--- config.mk ---
export PLATFORM = sky130hd
export DESIGN_NAME = lkt_cell
export DESIGN_NICKNAME = d
export VERILOG_FILES = /design/src/design/lkt_pkg.sv /design/src/design/lkt_cell.sv
export SDC_FILE = /design/constraint.sdc
export NUM_CORES = 1
export LEC_CHECK = 0
export ABC_CLOCK_PERIOD_IN_PS = 3500
export BUFFER_PORTS_ARGS = -buffer_cell sky130_fd_sc_hd__buf_2
export CORE_AREA = 2 2 193 195
export CTS_CLUSTER_DIAMETER = 100
export DETAILED_ROUTE_END_ITERATION = 6
export DIE_AREA = 0 0 195 197
export PLACE_DENSITY_LB_ADDON = 0.3
export RECOVER_POWER = 25
export SLEW_MARGIN = 20
export SYNTH_ARGS = -nofsm -noshare
export SYNTH_HDL_FRONTEND = slang
export SYNTH_SLANG_ARGS = --single-unit
--- constraint.sdc ---
create_clock -name clk -period 3.5 [get_ports clk]
set_clock_uncertainty 0.2 [all_clocks]
set_input_delay 0.175 -clock clk [delete_from_list [all_inputs] [get_ports clk]]
set_output_delay 0.175 -clock clk [all_outputs]
set_load 0.05 [all_outputs]
--- src/design/lkt_pkg.sv ---
// Shared types and constants for the LFU key tracker.
// No dependencies.
package lkt_pkg;

    localparam int ENTRIES    = 64;
    localparam int TAG_BITS   = 64;
    localparam int COUNT_BITS = 32;
    localparam int OCC_BITS   = $clog2(ENTRIES + 1);
    localparam int CAP_BITS   = 7;

    localparam logic [CAP_BITS-1:0]   CAP_RESET = CAP_BITS'(64);
    localparam logic [COUNT_BITS-1:0] COUNT_MAX = '1;

    localparam logic OP_PUT = 1'b0;
    localparam logic OP_GET = 1'b1;

    localparam logic ST_OK       = 1'b0;
    localparam logic ST_NOTFOUND = 1'b1;

    // One table entry
    typedef struct packed {
        logic                  valid;
        logic [TAG_BITS-1:0]   tag;
        logic [COUNT_BITS-1:0] count;
    } entry_t;

    // Broadcast controls from the sequencer to every cell
    typedef struct packed {
        logic                  match_en;
        logic                  upd_en;
        logic [TAG_BITS-1:0]   tag;
        logic [COUNT_BITS-1:0] cnt;
    } ctl_t;

endpackage

--- src/design/lkt_cell.sv ---
// One slot of the eviction-ordered entry chain.
// Depends on lkt_pkg.
module lkt_cell (
    input  logic          clk,
    input  logic          rst_n,
    input  lkt_pkg::ctl_t ctl,
    input  logic          past,
    input  lkt_pkg::entry_t right_ent,
    input  logic          right_le,
    input  lkt_pkg::entry_t left_comp,
    input  logic          left_a,
    output lkt_pkg::entry_t ent,
    output logic          le,
    output lkt_pkg::entry_t comp,
    output logic          a,
    output logic          hit
);
    import lkt_pkg::*;

    logic                  valid_reg;
    logic [TAG_BITS-1:0]   tag_reg;
    logic [COUNT_BITS-1:0] count_reg;
    logic                  hit_reg;
    entry_t                ins;
    entry_t                ent_next;

    assign ent = '{valid: valid_reg, tag: tag_reg, count: count_reg};
    assign hit = hit_reg;

    // Entry sits at or before the insert point
    assign le = valid_reg && (count_reg <= ctl.cnt);

    // Close the gap left by the removed entry
    assign comp = past ? right_ent : ent;
    assign a    = past ? right_le : le;

    // Insert new entry after everything with count not above it
    assign ins = '{valid: 1'b1, tag: ctl.tag, count: ctl.cnt};
    always_comb
    begin
        if (a)
            ent_next = comp;
        else if (left_a)
            ent_next = ins;
        else
            ent_next = left_comp;
    end

    // Control state
    always_ff @(posedge clk or negedge rst_n)
    begin
        if (!rst_n)
        begin
            valid_reg <= 1'b0;
            hit_reg   <= 1'b0;
        end
        else
        begin
            if (ctl.match_en)
                hit_reg <= valid_reg && (tag_reg == ctl.tag);
            if (ctl.upd_en)
                valid_reg <= ent_next.valid;
        end
    end

    // Payload
    always_ff @(posedge clk)
    begin
        if (ctl.upd_en)
        begin
            tag_reg   <= ent_next.tag;
            count_reg <= ent_next.count;
        end
    end

endmodule

==> impl_metrics.toml <==
[global_route]
antenna_found_initial = 4
grt_overflow = 0
grt_max_degree = 82
grt_pass1_vias = 7695
grt_pass1_wl_um = 47070
track_usage_pct = 16.41

[yosys]
yosys_most_used_dff = "edfxtp_1"
yosys_warnings = 0
ys_ff_latch = 98
syn_area_um2 = 7960
synth_edf_count = 96
ys_seq_area_share_pct = 36.84
syn_area_per_cell_um2 = 11.20
synthCells = 711
yosysUniqueCellTypes = 42
syn_nets = 1040
async_flop_share_pct = 2.041

[critical_path]
cp-start-kind = "register"
ff2ff_path_depth = 10
end_kind = "output pin"
worstPathMaxFanout = 33
cp_slowest_cell = "edfxtp_1"
crit_required_ns = 3.12
cp_top_family = "buffers and inverters"
crit_buf_inv = 3
worstPathArrival_ns = 2.92
path_class = "register to output pin"
critPathMaxStageDelay_ns = 0.44
cp_cell_sequence = "ha_1, nand4_1, nor4_2, buf_4, nand2_1, o21ai_0, a21o_4, buf_16, buf_4"
crit_top_cell = "buf_4"
cp_num_cells = 9

[timing]
finalMaxSlewViolations = 58
hold_viol = 0
rsz0062_at_grt = "no"
finalCritPeriodShare_pct = 94.20
finalSetupViolCount = 0
tns_ns = 0
fmax_mhz = 303.3
min_period_ns = 3.297
worst_slew_pin_slew_ns = 1.709
maxSlewHeadroom_pct = -13.91

[placement]
place.gp.congestion = 0.8505
place_hpwl_um = 26760
portBuffers = 493
dp.cells = 1644

[pwr]
switchingPower_mw = 2.076
p_sw_share_pct = 42.67
pwr-share-clk_pct = 21.4
seqPwrFrac_pct = 32.5
intPower_mw = 2.789
total_power_mw = 4.865
power_density_nw_per_um2 = 426.4
p_leak_nw = 5.102
comb_power_share_pct = 46.0
ir_drop_uv = 266.2

[floorplan]
start_util_pct = 21.95
design.die.area_um2 = 38420
rows = 70
die_w_um = 195
coreArea_um2 = 36260
ios = 494
die_h_um = 197

[routing]
drt-pass1-iter-count = 4
drc = 0
via_per_inst = 4.495
post_drt_wl_per_cell_um = 19.62
via_count = 7543
drt_iter0_drc = 253
wl_um = 32920
ant_nets = 0

[finish]
multi_input_area_um2 = 4654
area_delta_synth_final_pct = 43.34
regArea_um2 = 2933
fillCellCount = 3875
drive_above_1_share_pct = 60.73
largest_reg_flops = 64
instances_no_fill = 1678
nNetsFinal = 1531
mostFrequentLayoutCell = "buf_2"
layout_common_cells = "463 x buf_2, 217 x mux2_2, 96 x edfxtp_1, 54 x a21oi_1, 52 x inv_1"

[clock_tree]
clock_path_buffers = 2
cts_tree = "yes"
cts_buffers = 9
htreeDepth = 3
cts-root-buf = "clkbuf_16"
clk_latency_ns = 0.37
cts_sinks = 98
clk_pin_slew_ns = 0.07

[hold_path]
whs_path_depth = 3
hold_path.class = "input port to register"

[flow_run]
drv_cap = 1

[outcome]
violations = "capacitance limit, slew limit"
outcome = "finished with violations"
tightest hold or removal path, stage by stage:
cell and delay (ns):
buf_2 0.07, mux2_2 0.12, mux2_2 0.13
cells in the mapped netlist, drive strengths merged (2+ instances only):
| master | count | share of area [%] |
|---|---|---|
| a21o | 4 | 0.38 |
| a21oi | 54 | 3.4 |
| a22o | 3 | 0.33 |
| buf | 15 | 1.4 |
| clkbuf | 24 | 1.1 |
| dfrtp | 2 | 0.63 |
| edfxtp | 96 | 36 |
| ha | 32 | 5.0 |
| inv | 52 | 2.5 |
| mux2 | 237 | 34 |
| nand2 | 24 | 1.1 |
| nand2b | 2 | 0.16 |
| nand3 | 5 | 0.31 |
| nand4 | 18 | 1.4 |
| nor2 | 46 | 2.2 |
| nor3 | 3 | 0.19 |
| nor4 | 9 | 0.71 |
| o21ai | 13 | 0.82 |
| o22ai | 6 | 0.47 |
| o2bb2ai | 6 | 0.66 |
| xnor2 | 29 | 3.2 |
| xor2 | 16 | 1.8 |
final timing paths:
kind / from / end / slack (ns)
worst max-delay path: count_reg[27]$_DFFE_PP_ / a / 0.20
worst min-delay path: left_comp[55] / tag_reg[23]$_DFFE_PP_ / 0.03
worst max register to register: count_reg[27]$_DFFE_PP_ / valid_reg$_DFFE_PN0P_ / 0.34
worst min register to register: hit$_DFFE_PN0P_ / hit$_DFFE_PN0P_ / 0.34
max in group asynchronous: rst_n / valid_reg$_DFFE_PN0P_ / 2.85
min in group asynchronous: rst_n / hit$_DFFE_PN0P_ / 0.05
power by group through the flow:
| stage | Clock, mW | Combinational, mW | Sequential, mW |
|---|---|---|---|
| 2_1_floorplan | 0 | 1.18 | 1.98 |
| 3_3_place_gp | 0 | 2.24 | 1.60 |
| 3_5_place_dp | 0 | 2.25 | 1.61 |
| 4_1_cts | 1.10 | 2.27 | 1.58 |
| 5_1_grt | 1.13 | 2.37 | 1.60 |
| 6_report | 1.04 | 2.24 | 1.58 |
repair_timing:
action,CTS,global route
hold buffers,15,0
hold endpoints to repair,15,0
pin swaps,0,1
resized for setup,3,1
setup endpoints to repair,1,1
setup buffers,0,0
cloned,0,0
area by class of cell:
cell class                 instances  share of cell area, %
clock buffer                      11                  2.040
multi-input combinational        522                  40.79
clock inverter                     5                 0.4825
inverter                          52                  1.711
antenna                            3                0.06580
timing repair buffer             519                  24.07
tap                              468                  5.132
sequential                        98                  25.70
layer usage:
| layer | vias to the layer above | track usage (%) | part of all wire, % |
|---|---|---|---|
| li1 | 3617 | - | - |
| met1 | 3565 | 19.05 | 41 |
| met2 | 322 | 29.47 | 50 |
| met3 | 35 | 3.611 | 6.4 |
| met4 | 4 | 6.277 | 2.6 |
| met5 | - | 0 | 0.052 |
cells by family after synthesis:
| logic type | synth area share, % |
|---|---|
| compound gates | 7.419 |
| xor+xnor | 4.951 |
| fa+ha+maj | 5.030 |
| buf+inv | 4.951 |
| flops | 36.84 |
| mux | 34.47 |
| simple gates | 6.335 |
per-stage QoR:
step / hold WS [ns] / worst slack [ns] / util [%] / instance area (um^2)
after CTS: 0.00009015 / 0.03163 / 31.56 / 11440
after global routing: 0.01618 / 0.05141 / 31.45 / 11400
after floorplan: -0.3206 / 0.1632 / - / 7960
after global placement: -0.1961 / 0.2374 / 30.31 / 10990
after detailed placement: -0.1988 / 0.2193 / 30.31 / 10990
final: 0.03112 / 0.2030 / 31.47 / 11410
Power figures use the tool's default switching activity.
